### config.mk
export PLATFORM = sky130hd
export DESIGN_NAME = block_texture_decoder_unit
export DESIGN_NICKNAME = d
export VERILOG_FILES = /design/src/hdl/bctd_pkg.sv /design/src/hdl/bctd_front.sv /design/src/hdl/bctd_queue.sv /design/src/hdl/bctd_back.sv /design/src/hdl/block_texture_decoder_unit.sv
export VERILOG_INCLUDE_DIRS = /design/src /design/src/hdl
export SDC_FILE = /design/constraint.sdc
export NUM_CORES = 2
export LEC_CHECK = 0
export BUFFER_PORTS_ARGS = -buffer_cell sky130_fd_sc_hd__buf_4
export CORE_MARGIN = 10
export CORE_UTILIZATION = 50
export DETAILED_ROUTE_END_ITERATION = 12
export PLACE_DENSITY = 0.76
export SETUP_SLACK_MARGIN = 0.02
export SKIP_CTS_REPAIR_TIMING = 1
export SYNTH_ARGS = -nofsm -noshare
export SYNTH_HDL_FRONTEND = slang
export SYNTH_SLANG_ARGS = --single-unit
### constraint.sdc
create_clock -name clk -period 29.6 [get_ports clk]
set_clock_uncertainty 0.05 [all_clocks]
set_input_delay 2.96 -clock clk [delete_from_list [all_inputs] [get_ports clk]]
set_output_delay 2.96 -clock clk [all_outputs]
set_load 0.01 [all_outputs]
### src/hdl/block_texture_decoder_unit_defines.svh
// ---------------------------------------------------------------------------
// Block texture decoder: assertion macros
// Shared concurrent assertion forms, clocked on clk, disabled during reset.
// ---------------------------------------------------------------------------
`ifndef BLOCK_TEXTURE_DECODER_UNIT_DEFINES_SVH
`define BLOCK_TEXTURE_DECODER_UNIT_DEFINES_SVH

// same-cycle implication
`define BCTD_ASSERT_IMP(lbl, ante, cons) \
	lbl: assert property (@(posedge clk) disable iff (!arst_n) (ante) |-> (cons)) \
		else $error("bctd: same-cycle check failed");

// next-cycle implication
`define BCTD_ASSERT_NXT(lbl, ante, cons) \
	lbl: assert property (@(posedge clk) disable iff (!arst_n) (ante) |=> (cons)) \
		else $error("bctd: next-cycle check failed");

`endif

### src/hdl/bctd_pkg.sv
// ---------------------------------------------------------------------------
// Block texture decoder package
// Format codes, queue entry type and constant-divide helpers.
// ---------------------------------------------------------------------------
`default_nettype none

package bctd_pkg;

	// block format codes; any other code decodes as BC1
	localparam logic [1:0] FMT_BC1 = 2'd0;
	localparam logic [1:0] FMT_BC2 = 2'd1;
	localparam logic [1:0] FMT_BC3 = 2'd2;

	localparam int ROWS    = 4;
	localparam int COLS    = 4;
	localparam int QDEPTH  = 2;
	localparam int QIDX_W  = $clog2(QDEPTH);
	localparam int QCNT_W  = $clog2(QDEPTH + 1);

	// decoded block waiting for row emission
	typedef struct packed {
		logic [1:0]        fmt;
		logic [3:0][31:0]  cpal;
		logic [31:0]       cidx;
		logic [7:0][7:0]   apal;
		logic [63:0]       ahalf;
	} entry_t;

	// RGB565 -> RGB888 by bit replication
	function automatic logic [23:0] widen565(input logic [15:0] c);
		logic [7:0] r, g, b;
		r = {c[15:11], c[15:13]};
		g = {c[10:5], c[10:9]};
		b = {c[4:0], c[4:2]};
		return {r, g, b};
	endfunction

	// x / 3 for x < 768: x * 683 >> 11
	function automatic logic [7:0] div3(input logic [9:0] x);
		logic [19:0] p;
		p = 20'(x) * 20'd683;
		return p[18:11];
	endfunction

	// x / 7 for x < 1792: x * 2341 >> 14
	function automatic logic [7:0] div7(input logic [10:0] x);
		logic [22:0] p;
		p = 23'(x) * 23'd2341;
		return p[21:14];
	endfunction

	// x / 5 for x < 1280: x * 1639 >> 13
	function automatic logic [7:0] div5(input logic [10:0] x);
		logic [21:0] p;
		p = 22'(x) * 22'd1639;
		return p[20:13];
	endfunction

endpackage

`default_nettype wire

### src/hdl/bctd_front.sv
// ---------------------------------------------------------------------------
// Block texture decoder front end
// Accepts compressed blocks, builds colour and alpha palettes, pushes them
// to the entry queue.
// ---------------------------------------------------------------------------
`default_nettype none

module bctd_front (
	input  wire logic           clk,
	input  wire logic           arst_n,
	input  wire logic [1:0]     fmt,
	input  wire logic           in_valid,
	output logic                in_ready,
	input  wire logic [63:0]    color_half,
	input  wire logic [63:0]    alpha_half,
	output logic                push_valid,
	input  wire logic           push_ready,
	output bctd_pkg::entry_t    push_data
);
	import bctd_pkg::*;

	logic        v_s1;
	logic [63:0] ch_s1;
	logic [63:0] ah_s1;
	logic [1:0]  fmt_s1;

	// input stage: holds one block until the queue takes it
	assign in_ready = !v_s1 || push_ready;

	always_ff @(posedge clk or negedge arst_n) begin
		if (!arst_n) begin
			v_s1 <= 1'b0;
		end else if (in_ready) begin
			v_s1 <= in_valid;
		end
	end

	always_ff @(posedge clk) begin
		if (in_valid && in_ready) begin
			ch_s1  <= color_half;
			ah_s1  <= alpha_half;
			fmt_s1 <= fmt;
		end
	end

	// colour palette
	logic [23:0]      e0, e1;
	logic             three;
	logic [3:0][31:0] cpal;

	always_comb begin
		logic [23:0] mid, t2, t3;
		logic [9:0]  s2, s3;
		logic [8:0]  sa;
		e0 = widen565(ch_s1[15:0]);
		e1 = widen565(ch_s1[31:16]);
		three = (fmt_s1 != FMT_BC2) && (fmt_s1 != FMT_BC3) &&
			(ch_s1[15:0] <= ch_s1[31:16]);
		for (int k = 0; k < 3; k++) begin
			s2 = {1'b0, e0[8*k +: 8], 1'b0} + 10'(e1[8*k +: 8]);
			s3 = 10'(e0[8*k +: 8]) + {1'b0, e1[8*k +: 8], 1'b0};
			sa = 9'(e0[8*k +: 8]) + 9'(e1[8*k +: 8]);
			t2[8*k +: 8]  = div3(s2);
			t3[8*k +: 8]  = div3(s3);
			mid[8*k +: 8] = sa[8:1];
		end
		cpal[0] = {8'hFF, e0};
		cpal[1] = {8'hFF, e1};
		cpal[2] = three ? {8'hFF, mid} : {8'hFF, t2};
		cpal[3] = three ? 32'h0 : {8'hFF, t3};
	end

	// BC3 alpha palette
	logic [7:0]      a0, a1;
	logic [7:0][7:0] apal;

	always_comb begin
		logic [10:0] s7;
		logic [10:0] s5;
		a0 = ah_s1[7:0];
		a1 = ah_s1[15:8];
		apal[0] = a0;
		apal[1] = a1;
		for (int i = 2; i < 8; i++) begin
			s7 = 11'(8 - i) * 11'(a0) + 11'(i - 1) * 11'(a1);
			s5 = 11'(6 - i) * 11'(a0) + 11'(i - 1) * 11'(a1);
			if (a0 > a1) begin
				apal[i] = div7(s7);
			end else if (i < 6) begin
				apal[i] = div5(s5);
			end else if (i == 6) begin
				apal[i] = 8'h00;
			end else begin
				apal[i] = 8'hFF;
			end
		end
	end

	assign push_valid      = v_s1;
	assign push_data.fmt   = fmt_s1;
	assign push_data.cpal  = cpal;
	assign push_data.cidx  = ch_s1[63:32];
	assign push_data.apal  = apal;
	assign push_data.ahalf = ah_s1;

endmodule

`default_nettype wire

### src/hdl/bctd_queue.sv
// ---------------------------------------------------------------------------
// Block texture decoder entry queue
// Short FIFO of decoded palettes between front end and row emitter.
// ---------------------------------------------------------------------------
`default_nettype none

module bctd_queue (
	input  wire logic              clk,
	input  wire logic              arst_n,
	input  wire logic              push_valid,
	output logic                   push_ready,
	input  wire bctd_pkg::entry_t  push_data,
	output logic                   head_valid,
	input  wire logic              pop,
	output bctd_pkg::entry_t       head_data
);
	import bctd_pkg::*;

	entry_t            slot_q [QDEPTH];
	logic [QIDX_W-1:0] wr_ptr_q;
	logic [QIDX_W-1:0] rd_ptr_q;
	logic [QCNT_W-1:0] count_q;
	logic              do_push;
	logic              do_pop;

	assign push_ready = (count_q != QCNT_W'(QDEPTH));
	assign head_valid = (count_q != '0);
	assign do_push    = push_valid && push_ready;
	assign do_pop     = pop && head_valid;
	assign head_data  = slot_q[rd_ptr_q];

	// pointers and fill count
	always_ff @(posedge clk or negedge arst_n) begin
		if (!arst_n) begin
			wr_ptr_q <= '0;
			rd_ptr_q <= '0;
			count_q  <= '0;
		end else begin
			if (do_push) begin
				wr_ptr_q <= (wr_ptr_q == QIDX_W'(QDEPTH - 1)) ? '0 : wr_ptr_q + 1'b1;
			end
			if (do_pop) begin
				rd_ptr_q <= (rd_ptr_q == QIDX_W'(QDEPTH - 1)) ? '0 : rd_ptr_q + 1'b1;
			end
			if (do_push && !do_pop) begin
				count_q <= count_q + 1'b1;
			end else if (do_pop && !do_push) begin
				count_q <= count_q - 1'b1;
			end
		end
	end

	// storage
	always_ff @(posedge clk) begin
		if (do_push) begin
			slot_q[wr_ptr_q] <= push_data;
		end
	end

endmodule

`default_nettype wire

### src/hdl/bctd_back.sv
// ---------------------------------------------------------------------------
// Block texture decoder back end
// Emits four pixel rows per queued block through an output register.
// ---------------------------------------------------------------------------
`default_nettype none

module bctd_back (
	input  wire logic              clk,
	input  wire logic              arst_n,
	input  wire logic              head_valid,
	input  wire bctd_pkg::entry_t  head_data,
	output logic                   pop,
	output logic                   out_valid,
	input  wire logic              out_ready,
	output logic [1:0]             row_index,
	output logic [31:0]            pixel_a,
	output logic [31:0]            pixel_b,
	output logic [31:0]            pixel_c,
	output logic [31:0]            pixel_d,
	output logic                   last_row
);
	import bctd_pkg::*;

	logic [1:0]  row_q;
	logic        out_valid_q;
	logic [1:0]  orow_q;
	logic        last_q;
	logic [31:0] pix_q [COLS];
	logic        load;
	logic [31:0] pix [COLS];

	assign load = head_valid && (!out_valid_q || out_ready);
	assign pop  = load && (row_q == 2'(ROWS - 1));

	// pixels of the current row
	always_comb begin
		logic [3:0]  p;
		logic [1:0]  ci;
		logic [3:0]  nib;
		logic [2:0]  ai;
		logic [31:0] px;
		for (int c = 0; c < COLS; c++) begin
			p   = {row_q, 2'(c)};
			ci  = head_data.cidx[2*p +: 2];
			nib = head_data.ahalf[4*p +: 4];
			ai  = head_data.ahalf[16 + 3*p +: 3];
			px  = head_data.cpal[ci];
			case (head_data.fmt)
				FMT_BC2: pix[c] = {nib, nib, px[23:0]};
				FMT_BC3: pix[c] = {head_data.apal[ai], px[23:0]};
				default: pix[c] = px;
			endcase
		end
	end

	// row counter and output valid
	always_ff @(posedge clk or negedge arst_n) begin
		if (!arst_n) begin
			row_q       <= '0;
			out_valid_q <= 1'b0;
		end else if (load) begin
			row_q       <= row_q + 1'b1;
			out_valid_q <= 1'b1;
		end else if (out_ready) begin
			out_valid_q <= 1'b0;
		end
	end

	// output payload
	always_ff @(posedge clk) begin
		if (load) begin
			orow_q <= row_q;
			last_q <= (row_q == 2'(ROWS - 1));
			for (int c = 0; c < COLS; c++) begin
				pix_q[c] <= pix[c];
			end
		end
	end

	assign out_valid = out_valid_q;
	assign row_index = orow_q;
	assign last_row  = last_q;
	assign pixel_a   = pix_q[0];
	assign pixel_b   = pix_q[1];
	assign pixel_c   = pix_q[2];
	assign pixel_d   = pix_q[3];

endmodule

`default_nettype wire

### src/hdl/block_texture_decoder_unit.sv
// A block passes through the front-end input register, the entry queue and the
// output register before its first row appears. Rows leave at one row per cycle
//   while out_ready is high; the single output channel, carrying four rows per block, limits block rate.
// The front end keeps accepting blocks while the two-entry queue has room or its input stage is empty.
// Reset: empties the pipeline and queue and sets the format register to BC1.
// ---------------------------------------------------------------------------
// Block texture decoder top level
// BC1/BC2/BC3 4x4 block decompressor with a format register port.
// ---------------------------------------------------------------------------
`default_nettype none
`include "block_texture_decoder_unit_defines.svh"

module block_texture_decoder_unit (
	input  wire logic        clk,
	input  wire logic        arst_n,
	input  wire logic        cfg_valid,
	output logic             cfg_ready,
	input  wire logic [1:0]  cfg_data,
	input  wire logic        in_valid,
	output logic             in_ready,
	input  wire logic [63:0] color_half,
	input  wire logic [63:0] alpha_half,
	output logic             out_valid,
	input  wire logic        out_ready,
	output logic [1:0]       row_index,
	output logic [31:0]      pixel_a,
	output logic [31:0]      pixel_b,
	output logic [31:0]      pixel_c,
	output logic [31:0]      pixel_d,
	output logic             last_row
);
	import bctd_pkg::*;

	logic [1:0] fmt_q;
	logic       push_valid;
	logic       push_ready;
	entry_t     push_data;
	logic       head_valid;
	entry_t     head_data;
	logic       pop;

	// format register
	assign cfg_ready = 1'b1;

	always_ff @(posedge clk or negedge arst_n) begin
		if (!arst_n) begin
			fmt_q <= FMT_BC1;
		end else if (cfg_valid && cfg_ready) begin
			fmt_q <= cfg_data;
		end
	end

	bctd_front u_front (
		.clk        (clk),
		.arst_n     (arst_n),
		.fmt        (fmt_q),
		.in_valid   (in_valid),
		.in_ready   (in_ready),
		.color_half (color_half),
		.alpha_half (alpha_half),
		.push_valid (push_valid),
		.push_ready (push_ready),
		.push_data  (push_data)
	);

	bctd_queue u_queue (
		.clk        (clk),
		.arst_n     (arst_n),
		.push_valid (push_valid),
		.push_ready (push_ready),
		.push_data  (push_data),
		.head_valid (head_valid),
		.pop        (pop),
		.head_data  (head_data)
	);

	bctd_back u_back (
		.clk        (clk),
		.arst_n     (arst_n),
		.head_valid (head_valid),
		.head_data  (head_data),
		.pop        (pop),
		.out_valid  (out_valid),
		.out_ready  (out_ready),
		.row_index  (row_index),
		.pixel_a    (pixel_a),
		.pixel_b    (pixel_b),
		.pixel_c    (pixel_c),
		.pixel_d    (pixel_d),
		.last_row   (last_row)
	);

	// rows of a block follow without a gap once started
	`BCTD_ASSERT_NXT(a_rows_contiguous, out_valid && out_ready && !last_row, out_valid)
	// rows advance in order, wrapping after the fourth
	`BCTD_ASSERT_NXT(a_row_order, out_valid && out_ready, !out_valid || row_index == 2'($past(row_index) + 2'd1))
	// the queue head is only released while it is valid
	`BCTD_ASSERT_IMP(a_pop_last, pop, head_valid)

endmodule

`default_nettype wire

==> impl_metrics.ini <==
[status]
outcome = completed

[sta]
tns_ps = 0
final-setup-viol-count = 0
max_freq_ghz = 0.1201
max-slew-margin-rel_pct = 16.16
slew_violations = 0
tcrit_tclk_final_pct = 28.14
setup_slack_ps = 21270
timing.hold.ws_ps = 387.5
tightestPinTransition_ps = 1258
grt_setup_unrepaired = false
period_needed_ps = 8330
final_hold_viol_count = 0

[clock_network]
count_of_clock_tree_sinks = 725
clock_insertion_delay_worst_skew_ps = 690
clock_tree.buffer_depth = 3
root_buffer = clkbuf_16
cts_buffers = 79
cts_tree = yes
clkSlewWorstSetupHoldPaths_ps = 60
h-tree-depth = 3

[global_route]
global_route.overflow_total = 0
vias_in_the_first_global_route = 44740
wire_length_of_the_first_global_routing_pass_mm = 246.8
antenna_found_initial = 2
grt_start_max_net_pins = 148
grtUsageTotal_pct = 21.77

[critical_path]
data_arrival_critical_path_ps = 8780
crit_buf_inv = 4
critPathMaxFanout = 15
regToRegSetupSlack_ps = 21270
critical_path.top_delay_family = adder cells
critPathLaunchType = flop
slowest_delay_ps = 710
worst_path_most_repeated_cell = ha_1
required_ps = 30050
cell_type_of_the_slowest_stage_on_the_worst_timing_path = edfxtp_1
end_kind = flop
setup_cp_type = flop to flop

[cells_and_area]
layout.cells.most_common = ha_1
fillers = 10530
multiInputGateArea_um2 = 39160
fraction_of_layout_cells_with_a_size_suffix_above_1_pct = 11.06
layout_common_cells = ha_1, inv_1, edfxtp_1
design.final.nets = 7515
regArea_um2 = 21730
areaGrowthSynthToFinish_pct = 10.36

[route]
wire_per_inst_um = 20.70
drc_errors = 0
antenna_left = 0
dr.pass1.iters = 5
postRouteWirelength_mm = 156.6
detailedRoute.firstIterationViolations = 3357
routed-via-count = 43240
avgViaCountPerCell = 5.715

[logic_synthesis]
distinct_cells_synth = 93
post_synth_main_area_contributors = edfxtp_1, ha_1, fa_1
postSynth.asyncResetShare_pct = 1.379
synth_warnings = 0
postSynthRegisterBits = 725
postSynth.topFlopCell = edfxtp_1
seq_area_frac_synth_pct = 33.84
yosys.area.top_type = edfxtp_1
synthCells = 5580
count_of_flip_flops_with_a_built_in_enable_after_synthesis = 715
synth_fp_nets = 7256
average_instance_area_after_synthesis_um2 = 11.50
synth_top_area_share_pct = 33.45
mappedNetlistArea_um2 = 64200

[placed_design]
gp_congestion = 0.9074
port_buffers = 267
hpwl_mm = 120.8
pre_cts_ws_ps = 21340

[floorplan]
initial_core_util_pct = 50.34
design.die.area_um2 = 143100
pin_count = 269
die-width_um = 378.3
rows = 131
core_region_area_um2 = 127500
die_y_um = 378.3

[run]
max_cap_violations = 0

[min_path]
worst_hold_path_type = flop to flop
==> Yosys cell counts, types with 15 or more instances <==
library cell  count
o21bai_1         41
a211oi_1         22
fa_1            385
ha_1           1156
nand2b_1         28
nor2b_1          32
inv_1           741
o211ai_1         96
o21a_1           42
nor3_1           53
and3_1           15
a21oi_1         201
a21o_1           64
mux2_2          130
clkbuf_1         59
o21ai_0         204
nand4_1          25
xnor2_1         200
buf_2            45
nand2_1         277
buf_4            21
mux2i_1         231
edfxtp_1        715
nor2_1          235
mux4_2           23
and2_1           20
or3_1            17
mux2_1           18
nand3_1          42
o31ai_1          73
xor2_1           76
o21ai_1         100
==> worst paths after layout <==
kind,start,end,cells after the start
setup / recovery,u_front.ah_s1[9],u_queue.slot_q[1][103],26
hold / removal,u_front.ah_s1[60],u_queue.slot_q[0][60],0
setup reg to reg,u_front.ah_s1[9],u_queue.slot_q[1][103],26
hold reg to reg,u_front.ah_s1[60],u_queue.slot_q[0][60],0
max in group asynchronous,arst_n,u_back.row_q[0],1
min in group asynchronous,arst_n,u_queue.count_q[0],1
==> routing by layer <==
layer | track usage [%] | vias up | wire [um]
met5 | 0 | - | 13
met4 | 6.567 | 2 | 4488
met3 | 3.563 | 280 | 10220
met2 | 36.40 | 1304 | 73860
met1 | 28.93 | 21230 | 68040
li1 | - | 20430 | -
==> flip-flops by register name, summed over array words and instances (netlist names) <==
register and count:
u_queue.slot_q 454, u_back.pix_q 128, u_front.ah_s1 64, u_front.ch_s1 64, fmt_q 2, u_back.row_index 2, u_back.row_q 2, u_front.fmt_s1 2
u_queue.count_q 2, u_back.last_row 1, u_back.out_valid 1, u_front.push_valid 1, u_queue.rd_ptr_q 1, u_queue.wr_ptr_q 1
==> stage by stage <==
stage / instance area [um^2] / util, % / std cells
finish: 70850 / 55.56 / 7565
CTS: 70840 / 55.56 / 7564
global placement: 68110 / 53.41 / 7420
global route: 70840 / 55.56 / 7564
floorplan: 64200 / - / 5580
detailed placement: 68110 / 53.41 / 7420
==> layout make-up <==
cell class | instances | area share (%)
repair buffers | 313 | 3.334
clock buffers | 98 | 2.935
well taps | 1662 | 2.935
clock inverters | 46 | 0.9184
flip-flops and latches | 725 | 30.67
multi-input cells | 3978 | 55.27
inverters | 742 | 3.931
diodes | 1 | 0.003532
==> cells by family after synthesis <==
logic type	after synthesis	share of synthesized area [%]
fa+ha+maj	1541	34.54
mux	406	7.091
compound gates	967	9.739
xor+xnor	278	3.826
flops	725	33.84
buf+inv	877	5.409
simple gates	785	5.557
other cells	1	0.005842
Power is left out: the tool's default activity adds up to more than one toggle a clock period on the data nets, which glitch-free logic cannot reach.
